===== config.mk =====
export PLATFORM = sky130hd
export DESIGN_NAME = tcw_fifo
export DESIGN_NICKNAME = d
export VERILOG_FILES = /design/src/rtl/core/tcw_fifo.sv
export SDC_FILE = /design/constraint.sdc
export NUM_CORES = 1
export LEC_CHECK = 0
export BUFFER_PORTS_ARGS = -buffer_cell sky130_fd_sc_hd__buf_2
export CAP_MARGIN = 10
export CORE_MARGIN = 2
export CORE_UTILIZATION = 52
export CTS_BUF_LIST = sky130_fd_sc_hd__clkbuf_8
export CTS_CLUSTER_DIAMETER = 80
export DETAILED_ROUTE_END_ITERATION = 6
export GPL_TIMING_DRIVEN = 0
export PLACE_DENSITY = 0.82
export REMOVE_ABC_BUFFERS = 1
export SLEW_MARGIN = 20
export SYNTH_ARGS = -nofsm -noshare
export SYNTH_HDL_FRONTEND = slang
export SYNTH_SLANG_ARGS = --single-unit

===== constraint.sdc =====
create_clock -name clk -period 1.7 [get_ports clk]
set_input_delay 0.425 -clock clk [delete_from_list [all_inputs] [get_ports clk]]
set_output_delay 0.425 -clock clk [all_outputs]
set_load 0.005 [all_outputs]

===== src/rtl/core/tcw_fifo.sv =====
// Small synchronous queue of words used between the console stages.
// Depends on nothing.
`default_nettype none

module tcw_fifo #(
    parameter int WIDTH = 8,
    parameter int DEPTH = 2
) (
    input  wire logic             clk,
    input  wire logic             rst_n,
    input  wire logic             push,
    input  wire logic [WIDTH-1:0] wdata,
    output logic                  full,
    input  wire logic             pop,
    output logic      [WIDTH-1:0] rdata,
    output logic                  empty
);

    localparam int PW = $clog2(DEPTH);

    logic [WIDTH-1:0] store_reg [DEPTH];
    logic [PW-1:0]    wr_ptr_reg;
    logic [PW-1:0]    rd_ptr_reg;
    logic [PW:0]      count_reg;
    logic             do_push;
    logic             do_pop;

    assign full    = (count_reg == (PW + 1)'(DEPTH));
    assign empty   = (count_reg == '0);
    assign do_push = push && !full;
    assign do_pop  = pop && !empty;
    assign rdata   = store_reg[rd_ptr_reg];

    always_ff @(posedge clk)
    begin
        if (do_push)
        begin
            store_reg[wr_ptr_reg] <= wdata;
        end
    end

    always_ff @(posedge clk or negedge rst_n)
    begin
        if (!rst_n)
        begin
            wr_ptr_reg <= '0;
            rd_ptr_reg <= '0;
            count_reg  <= '0;
        end
        else
        begin
            if (do_push)
            begin
                wr_ptr_reg <= (wr_ptr_reg == PW'(DEPTH - 1)) ? '0 : wr_ptr_reg + 1'b1;
            end
            if (do_pop)
            begin
                rd_ptr_reg <= (rd_ptr_reg == PW'(DEPTH - 1)) ? '0 : rd_ptr_reg + 1'b1;
            end
            if (do_push && !do_pop)
            begin
                count_reg <= count_reg + 1'b1;
            end
            else if (do_pop && !do_push)
            begin
                count_reg <= count_reg - 1'b1;
            end
        end
    end

endmodule

`default_nettype wire


### Word-level counts from Yosys, hierarchy flattened

Memories as Yosys holds them, arrays and structs flattened.
Index checks and enable logic that the tools add are counted.

* memories: 1
* memory bits (writable): 16
* register bits: 4

Memories
* store_reg: depth 2, width 8, rd ports 1, clocked after Yosys merged registers in 0, wr ports 1, line 21 `logic [WIDTH-1:0] store_reg [DEPTH];`

* multiplexer cells: 6
* $add $sub $neg: 4
* reduce and logical (&&, ||, !) cells: 10
* eq/ne operators: 1

Operators with widths (number)
* logical AND 1 bit: 4
* logical NOT 1 bit: 4
* 2-to-1 mux 1 bit: 4
* 2-to-1 mux 2 bit: 2
* adder 1 bit, second input constant: 2
* adder 2 x 1 -> 2 bit, second input constant: 1
* == test 2 bit, second input constant: 1
* logical NOT 2 bit: 1
* nonzero test 2 bit: 1
* subtractor 2 x 1 -> 2 bit, second input constant: 1

### Depth between registers and ports, before layout

* word-level depth: 7
* depth in mapped cells: 7

### Worst setup path before layout

Ideal clock, no wire load.

* path type: reg-to-reg
* from: reg count_reg[0]
* to: mem store_reg[0][0], enable pin
* period minus slack after synthesis: 1392 ps
* path buffers: 0
* stages on the path, launching flop included: 4
* required time: 1330 ps
* arrival: 1022 ps
* setup time: 370 ps
* setup slack: 308 ps
* path through: dfrtp_1 nand2b_1 nand2_2 nor2_1

* cells in the longest elaborated chain, start to end: 5

Ends and longest elaborated chain
* from (decl): line 24 `logic [PW:0] count_reg;`
* from (signal assigned): line 62 `count_reg <= count_reg + 1'b1;`
* from (signal assigned): line 66 `count_reg <= count_reg - 1'b1;`
* == test 2 bit: line 28 `assign full = (count_reg == (PW + 1)'(DEPTH));`
* logical NOT 1 bit: line 30 `assign do_push = push && !full;`
* logical AND 1 bit: line 30
* 2-to-1 mux 1 bit: line 36 `if (do_push)`
* 2-to-1 mux 1 bit (implied by the code): line 38 `store_reg[wr_ptr_reg] <= wdata;`
* to (decl): line 21

No other way between the ends.

### Final worst setup path

* from: reg rd_ptr_reg
* to: out rdata[7]

* cells in the longest elaborated chain, start to end: 1

Ends and longest elaborated chain
* from (decl): line 23 `logic [PW-1:0] rd_ptr_reg;`
* from (signal assigned): line 58 `rd_ptr_reg <= (rd_ptr_reg == PW'(DEPTH - 1)) ? '0 : rd_ptr_reg + 1'b1;`
* memory (2 x 8 bit)
* to (decl): line 15 `output logic [WIDTH-1:0] rdata,`

No other way between the ends.

==> out/qor.txt <==
Outcome - finished, final reports clean
HP Class - in2reg
# nets final - 83
Max transition margin - 71.9%
Die area - 1830 µm²
Vias - 413
Peak supply drop - 0.00100 V
Comb pwr share - 29.9%
Crit path required time - 1.27 ns
Max reg flops - 16
Detailed placement HPWL - 804 µm
Total GRT Usage - 13.8%
Die Wd - 42.8 µm
Die H - 42.8 µm
Worst EP arrival - 1.22 ns
Drt wl/cell - 13.3 µm
Core area - 1350 µm²
Routed Wire Length - 1.11 mm
Fill cells - 92
R2R Setup Slk - 0.16 ns
Total Power - 1.56 mW
Sequential power share - 51.0%
Grt ovf - 0
Clock buffer depth - 2
IO Pins - 22
Synth warnings - 0
Startpoint Class - flip-flop
CTS Buf Count - 3
Fin util - 71.1%
Crit end category - output pin
RSZ-0062 raised after global routing - false
Sw power - 454 µW
Final WS setup - 0.0586 ns
Switching Fraction - 29.2%
Post-Syn Instances - 44
Share of layout cells above drive strength 1 - 43.5%
Clk pwr share - 19.1%
Yosys cell types - 15
Final hold vios - 0
Synth Area per Inst - 17.8 µm²
MaxCap Viol Count - 0
Vias in the first global route - 418
First-pass GRT wire length - 1.79 mm
PortBufs - 21
Int Pwr - 1.10 mW
Final instance count without filler cells - 84
DR vias/cell - 4.92
Reg clk slew, reported paths - 0.07 ns
Setup_tns - 0 ns
H-tree Lvls - 1
Worst clock skew - 0.00403 ns
Most common cell after layout, fill and taps aside - buf_2
Final setup viols - 0
Crit-path cells - mux2_2 > buf_2
Seq cells post-synth - 20
Worst-Skew Late Latency - 0.25 ns
Crit-path max cell delay - 0.48 ns
Slew of the pin with the lowest slew margin - 0.420 ns
Cell Pwr Density - 1620 nW/µm²
Most frequent cells in the layout - 21 x buf_2, 16 x edfxtp_1, 6 x mux2_1
ANT nets after route - 0
DRT Pass-1 Iters - 3
Min cycle time layout - 1.64 ns
Slowest CP cell - dfrtp_2
CTS tree - yes
Starting density of the core - 57.9%
Final Wtd Congestion - 0.754
CP Class - reg2out
Clk Tree Root Cell - clkbuf_8
DRC violations left - 0
Crit Path Max Fanout - 9
Initial antenna violation count - 0
Iteration-0 DRC count of the detailed router - 9
Pre-CTS WS - 0.0740 ns
Clock sink total - 20
Fmax - 609 MHz
Area growth from synthesis to layout - 22.7%
Pins over their slew limit - 0
Fraction of the cycle the final worst path needs - 96.6%
Mapped Area - 782 µm²
Seq/Total Area, Yosys - 74.2%
Leakage - 0.400 nW
Row cnt - 13
Placed Cells - 79
Ant. Diodes - 0
Largest net degree at the start of global routing - 12
[power by group through the flow]
stage | clock (mW) | combinational [mW] | sequential, mW
after floorplan | 0 | 0.303 | 0.776
after global placement | 0 | 0.444 | 0.793
after detailed placement | 0 | 0.458 | 0.803
after CTS | 0.299 | 0.470 | 0.798
after global routing | 0.326 | 0.512 | 0.815
final | 0.297 | 0.466 | 0.794
[metrics by stage]
stage | area [µm²] | hold WS [ns]
after global routing | 960 | 0.354
after CTS | 957 | 0.357
after detailed placement | 901 | 0.235
after global placement | 901 | 0.236
final | 960 | 0.360
after floorplan | 777 | 0.129
[layout make-up]
class / count / area (µm²) / area share (%)
flip-flops and latches: 20 / 582 / 60.6
clock buffers: 3 / 41.3 / 4.30
clock inverters: 1 / 3.75 / 0.391
well taps: 15 / 18.8 / 1.96
inverters: 2 / 7.51 / 0.782
multi-input cells: 21 / 191 / 19.9
repair buffers: 22 / 115 / 12.0
[metal layers]
| metal | up-vias | wire length [µm] | GRT usage [%] |
|---|---|---|---|
| met4 | 0 | 0 | 3.75 |
| li1 | 210 | - | - |
| met1 | 190 | 453 | 15.1 |
| met3 | 0 | 69 | 5.53 |
| met5 | - | 0 | 0 |
| met2 | 13 | 591 | 24.5 |
[timing repair]
action,CTS,global route
hold endpoints to repair,4,0
hold buffers,1,0
endpoints found under the setup margin,8,8
gates resized for setup,1,1
buffers inserted,0,0
[synth_stat cells]
cell / n / area [µm²]
mux2_2: 2 / 22.5
xor2_1: 2 / 17.5
o21ai_1: 1 / 5.00
nand2b_1: 1 / 6.26
ha_1: 1 / 12.5
xnor2_2: 1 / 16.3
nor2_1: 3 / 11.3
edfxtp_1: 16 / 480
and3_1: 1 / 6.26
inv_1: 2 / 7.51
xnor2_1: 2 / 17.5
mux2_1: 6 / 67.6
buf_2: 1 / 5.00
nand2_2: 1 / 6.26
dfrtp_1: 4 / 100
[final timing paths]
check                                          from                         to  cells past startpoint
min                                        wdata[1]  store_reg[1][1]$_DFFE_PP_                      1
min reg2reg                count_reg[1]$_DFFE_PN0P_   count_reg[1]$_DFFE_PN0P_                      1
max reg2reg                count_reg[0]$_DFFE_PN0P_   count_reg[1]$_DFFE_PN0P_                      6
min in group asynchronous                     rst_n     wr_ptr_reg$_DFFE_PN0N_                      2
max                          rd_ptr_reg$_DFFE_PN0P_                   rdata[7]                      2
max in group asynchronous                     rst_n     rd_ptr_reg$_DFFE_PN0P_                      2
[worst max-delay path, delay by kind of cell, from the launching register on]
kind,cells,cell delay (ns)
DFF,1,0.48
buffers and inverters,1,0.12
muxes,1,0.36
[cells by family after synthesis]
group / Yosys count / synth area share, %
flops: 20 / 74.2
xor+xnor: 5 / 6.56
fa+ha+maj: 1 / 1.60
buf+inv: 3 / 1.60
compound gates: 1 / 0.639
mux: 8 / 11.5
simple gates: 6 / 3.84
No activity file was read; power rests on OpenSTA's default activity.
