===== src/rtl/core/tcw_pkg.sv =====
// Shared types and constants for the text console writer.
// Holds the command and result word layouts and the operation codes.
// Depends on nothing.
`default_nettype none

package tcw_pkg;

    localparam logic [1:0] OP_PUT   = 2'd0;
    localparam logic [1:0] OP_SET   = 2'd1;
    localparam logic [1:0] OP_CLEAR = 2'd2;
    localparam logic [1:0] OP_READ  = 2'd3;

    localparam logic [7:0] CHAR_NEWLINE        = 8'd10;
    localparam logic [7:0] CHAR_BLANK          = 8'd32;
    localparam logic [7:0] CHAR_CLEAR          = 8'h00;
    localparam logic [7:0] DEFAULT_COLOR_RESET = 8'd15;

    typedef struct packed {
        logic [1:0] op;
        logic       is_newline;
        logic       bad_pos;
        logic [7:0] ch;
        logic [7:0] attr;
        logic [4:0] row;
        logic [6:0] col;
    } cmd_t;

    typedef struct packed {
        logic [4:0] cursor_row;
        logic [6:0] cursor_col;
        logic [7:0] cell_char;
        logic [7:0] cell_color;
        logic       scrolled;
        logic       status;
    } res_t;

endpackage

`default_nettype wire


===== src/rtl/core/tcw_front.sv =====
// Front end of the text console writer: accepts words, holds the color register
// and classifies each word into a command for the execution engine.
// Depends on tcw_pkg.
`default_nettype none

module tcw_front #(
    parameter int ROWS = 25,
    parameter int COLS = 80
) (
    input  wire logic        clk,
    input  wire logic        rst_n,
    input  wire logic        cfg_valid,
    output logic             cfg_ready,
    input  wire logic [7:0]  cfg_data,
    input  wire logic        push,
    output logic             full,
    input  wire logic [1:0]  operation,
    input  wire logic [7:0]  character,
    input  wire logic [7:0]  color,
    input  wire logic [4:0]  row,
    input  wire logic [6:0]  col,
    input  wire logic        cmd_full,
    input  wire logic        init_busy,
    output logic             cmd_push,
    output tcw_pkg::cmd_t    cmd,
    output logic [7:0]       dflt_color
);
    import tcw_pkg::*;

    logic [7:0] default_color_reg;

    assign cfg_ready  = 1'b1;
    assign dflt_color = default_color_reg;
    assign full       = cmd_full || init_busy;
    assign cmd_push   = push && !full;

    always_ff @(posedge clk or negedge rst_n)
    begin
        if (!rst_n)
        begin
            default_color_reg <= DEFAULT_COLOR_RESET;
        end
        else if (cfg_valid && cfg_ready)
        begin
            default_color_reg <= cfg_data;
        end
    end

    always_comb
    begin
        cmd.op         = operation;
        cmd.is_newline = (character == CHAR_NEWLINE);
        cmd.bad_pos    = (32'(row) >= 32'(ROWS)) || (32'(col) >= 32'(COLS));
        cmd.ch         = character;
        cmd.attr       = (color == 8'd0) ? default_color_reg : color;
        cmd.row        = row;
        cmd.col        = col;
    end

endmodule

`default_nettype wire


===== config.mk =====
export PLATFORM = sky130hd
export DESIGN_NAME = tcw_front
export DESIGN_NICKNAME = d
export VERILOG_FILES = /design/src/rtl/core/tcw_pkg.sv /design/src/rtl/core/tcw_front.sv
export SDC_FILE = /design/constraint.sdc
export NUM_CORES = 1
export LEC_CHECK = 0
export BUFFER_PORTS_ARGS = -buffer_cell sky130_fd_sc_hd__buf_2
export CAP_MARGIN = 20
export CORE_MARGIN = 8
export CORE_UTILIZATION = 32
export CTS_CLUSTER_DIAMETER = 40
export DETAILED_ROUTE_END_ITERATION = 10
export PLACE_DENSITY_LB_ADDON = 0.25
export SETUP_SLACK_MARGIN = 0.02
export SLEW_MARGIN = 20
export SYNTH_ARGS = -nofsm -noshare
export SYNTH_HDL_FRONTEND = slang
export SYNTH_SLANG_ARGS = --single-unit

===== constraint.sdc =====
create_clock -name clk -period 0.8 [get_ports clk]
set_input_delay 0.08 -clock clk [delete_from_list [all_inputs] [get_ports clk]]
set_output_delay 0.08 -clock clk [all_outputs]
set_load 0.1 [all_outputs]

---- Word-level counts from Yosys, hierarchy flattened ----
Index checks and enable logic that the tools add are counted.
storage, ports and cells
  flip-flop bits (word level) ............. 8
  bits in latches ......................... 0
  bits in writable memories ............... 0
  ROM bits ................................ 0
  input bits .............................. 44
  word-level logic and storage cells ...... 10
  memories ................................ 0
cells by class
  add/sub/neg operators ................... 0
  multiply operators ...................... 0
  divide/modulo/power cells ............... 0
  magnitude comparators ................... 2
  equality and inequality tests ........... 1
  shifts and indexed selects .............. 0
  mux-type cells .......................... 1
  bitwise operators ....................... 0
  reduce and logical (&&, ||, !) cells .... 5
operators by type and width
  operator              number
  $eq A8 B4 Y1 const B  1
  $logic_not A8 Y1      1
  $mux W8               1
  $ge A7 B7 Y1 const B  1
  $ge A5 B5 Y1 const B  1
  $logic_or A1 B1 Y1    2
  $logic_and A1 B1 Y1   1
  $logic_not A1 Y1      1

---- Longest topological paths before layout ----
  depth after elaboration ................. 3
  depth in mapped cells ................... 2

---- Worst setup path before layout ----
Ideal clock, no wire load.
  path kind ............................... input to output
  start point ............................. input port init_busy
  end point ............................... output port cmd_push
  data arrival time ....................... 1.946 ns
  setup slack ............................. -1.226 ns
  stages on the path ...................... 2
  path buffers ............................ 0
  cell sequence ........................... or2_2 -> nor2_1
between the ends
  cells in the longest elaborated chain, start to end .. 3
ends and longest elaborated chain
  item                 RTL line         source
  from (decl)          tcw_front.sv:23  input wire logic init_busy,
  $logic_or A1 B1 Y1   tcw_front.sv:34  assign full = cmd_full || init_busy;
  $logic_not A1 Y1     tcw_front.sv:35  assign cmd_push = push && !full;
  $logic_and A1 B1 Y1  tcw_front.sv:35
  to (decl)            tcw_front.sv:24  output logic cmd_push,
Every way passes these cells.

==> summary.txt <==
Run status
  • Status: complete, but fails checks
  • Failing checks: negative setup slack

Route
  • Routed wire per std cell: 21.0 um
  • First-pass detailed-route iteration total: 2
  • Total via count after detailed routing: 887
  • DRC: 0
  • Via density per instance: 4.74
  • First DRT Iteration DRCs: 9
  • Count of nets left with antenna violations after detail routing: 0
  • Total wire length: 3.93 mm

Worst setup path
  • Crit-path slowest cell: dfstp_4
  • Length in cells of the worst reg-to-reg path: 2
  • Endpoint kind of the worst setup timing path: output port
  • CP delay by family, top: flip-flops
  • Max Fanout on Critical Path: 2
  • FF-to-FF End: dflt_color[3]$_DFFE_PN1P_
  • Crit path cell chain: a41o_4 -> buf_12
  • Startpoint of the worst-slack reg-to-reg timing path: dflt_color[3]$_DFFE_PN1P_
  • Data arrival time of the critical path: 1.27 ns
  • Maximum single-stage delay on the critical path: 0.63 ns
  • Crit path kind: flop to output port
  • Crit path buffers/inverters: 1
  • R2R Setup Slk: -0.16 ns
  • Required time at the worst-slack endpoint: 0.72 ns
  • Sort of element at the start of the critical path: flop

Cells and area
  • Most common library cell in the layout ignoring fill and taps: buf_12
  • Fin nets: 205
  • Area of the multi-input gates: 429 um2
  • Finished Core Util: 93.9%
  • Commonest cells after routing, fill and taps aside: buf_12, buf_2, buf_4
  • Fraction of final layout cells sized beyond drive strength 1: 89.3%
  • Post-route design area: 0.00200 mm2
  • Sequential cell area in the final layout: 235 um2
  • Count of fill cells added during filler insertion: 67
  • Area overhead of the layout relative to synthesis: 186%
  • Flip-flop count of the largest register, all copies and words added: 8
  • Antenna diodes: 0

Logic synthesis
  • Multiplexer share of the synthesized area: 12.9%
  • Number of distinct standard cells referenced by the synthesized netlist: 16
  • Proportion of register bits with asynchronous set or reset after synthesis: 100%
  • Total of flip-flops plus latches after synthesis: 8
  • Combined area of all synthesized cells: 698 um2
  • Simple logic cell fraction of the synthesized area: 13.4%
  • Number of instances in the synthesized netlist: 72
  • Number of warnings printed during yosys synthesis: 0
  • Parity-gate share of the synthesized area counting xor and xnor cells: 0%
  • Main combinational cell family by area after synthesis: buffers and inverters
  • Register area share after synthesis: 29.4%
  • Post-synth net total: 116
  • Share of the synthesized area in compound gates (AO/OA/AOI/OAI): 13.4%
  • Area share of fa/ha/maj cells after synthesis: 0%
  • Synthesized area divided by synthesized cell count: 9.70 um2
  • Main synth FF type: dfstp_2
  • Number of flops mapped to enable cells by yosys: 0

Floorplanning
  • Number of ports placed on the die boundary: 87
  • Core box area: 0.00213 mm2
  • Die Y: 62.7 um
  • Die width: 62.7 um
  • Row cnt: 17
  • Floorplan die area: 0.00393 mm2
  • Starting Density: 32.8%

Placement
  • Number of input and output port buffers inserted: 73
  • Final estimated routing congestion in global placement: 0.684
  • Detailed-placement wirelength estimate: 2.88 mm
  • Post-detailed-placement cell area: 0.00183 mm2

Timing
  • Final setup violating endpoints: 27
  • Unrepaired setup endpoints after global routing: true
  • Clock period minus final worst setup slack: 1.35 ns
  • Final hold viol count: 0
  • Fin worst setup slack: -0.550 ns
  • Max Clock Freq: 741 MHz
  • Worst setup skew after layout: 0 ns
  • Final cycle utilization of the critical path: 169%
  • Max Transition Viols Final: 0

Hold path
  • Hold path startpoint: cfg_data[6]
  • Endpoint of the worst hold-timing path: dflt_color[6]$_DFFE_PN0P_
  • Type of the most critical hold path: primary input to flop
  • Cell count of the worst hold path: 2

Global routing
  • Met1 capacity usage during global routing: 17.0%
  • Highest-utilization routing layer at the global route stage: met2
  • Global router's overall resource usage: 19.5%
  • Global Route met2 Usage: 37.9%
  • Global-route track usage on met3: 7.35%
  • Remaining Overflow, GRT: 0
  • Pin count of the biggest net entering global routing: 9
  • Antenna violations before repair: 0
  • Via count of the first global-routing pass: 1,097
  • Global-route wire length before repair: 6.10 mm

Clocking
  • Number of sinks on the clock net: 8
  • CTS tree: done
  • Clock latency on the worst-skew pair: 0.26 ns
  • Number of H-tree branching levels: 1
  • Clock-pin slew on the worst setup and hold paths: 0.06 ns
  • TritonCTS buffer count: 3
  • Bufs on Longest Clock Path: 2
  • Clk Tree Root Cell: clkbuf_4

Power
  • Leakage dissipation: 0.958 nW
  • Power density over the cells: 1420 mW/mm2
  • Maximum resistive drop on vdd: 1.74 mV

Job
  • Number of max-cap violations: 0
==> metal layers <==
layer  up-vias  part of all wire, %
met5         -                    0
met4         0                  2.9
met3        12                  9.1
met2        55                   57
met1       418                   31
li1        402                    -
==> power by group <==
| group | internal [mW] | leakage, nW | switching (mW) |
|---|---|---|---|
| Clock | 0.172 | 0.0138 | 0.149 |
| Combinational | 0.785 | 0.857 | 1.19 |
| Sequential | 0.488 | 0.0869 | 0.0486 |
| Total | 1.45 | 0.958 | 1.39 |
==> per-stage QoR <==
step	setup TNS (ns)	setup slack, ns	hold WS, ns	power (mW)	std cells
floorplan	-6.17	-0.496	-0.216	1.77	72
global placement	-4.65	-0.330	-0.0780	2.36	182
detailed placement	-4.88	-0.339	-0.0717	2.40	182
CTS	-8.05	-0.544	0.0531	2.81	187
global route	-8.43	-0.561	0.0653	2.90	187
finish	-8.09	-0.550	0.0618	2.83	187
==> logic make-up (layout without fill, tap and decap cells) <==
| kind of cell | count (synthesis) | after routing |
|---|---|---|
| AND/OR/NAND/NOR | 12 | 12 |
| multiplexers | 8 | 8 |
| buffers and inverters | 33 | 120 |
| other | 1 | 1 |
| flip-flops | 8 | 8 |
| AO/OA/AOI/OAI | 10 | 10 |
==> Yosys cell counts, types with 2 or more instances <==
master / instances / area (um2)
mux2_2: 8 / 90.1
inv_1: 9 / 33.8
dfrtp_1: 4 / 100
buf_4: 23 / 173
a41o_1: 8 / 80.1
dfstp_2: 4 / 105
nor4_4: 2 / 42.5
nor2_1: 6 / 22.5
==> cell type report <==
cell class | instances | area share [%]
timing repair buffer | 108 | 62.2
multi-input combinational | 31 | 21.5
sequential | 8 | 11.8
tap | 28 | 1.75
inverter | 9 | 1.69
clock buffer | 3 | 1.13
==> how the worst max path moves through the flow <==
| stage | startpoint | slack (ns) | to | cells after the start |
|---|---|---|---|---|
| detailed placement | color[7] | -0.34 | cmd[15] | 5 |
| global route | dflt_color[3]$_DFFE_PN1P_ | -0.56 | cmd[15] | 2 |
| CTS | dflt_color[3]$_DFFE_PN1P_ | -0.54 | cmd[15] | 2 |
| finish | dflt_color[3]$_DFFE_PN1P_ | -0.55 | cmd[15] | 2 |
| floorplan | dflt_color[0]$_DFFE_PN1P_ | -0.50 | cmd[12] | 1 |
| global placement | color[2] | -0.33 | cmd[18] | 5 |
==> repair_timing <==
item	in CTS	in global routing
pin swaps	4	2
cloned	0	0
endpoints found under the setup margin	28	27
buffers inserted	1	0
gates resized for setup	26	6
hold buffers	1	0
hold endpoints to repair	8	0
Note: power is estimated with default switching activity, not from simulation.
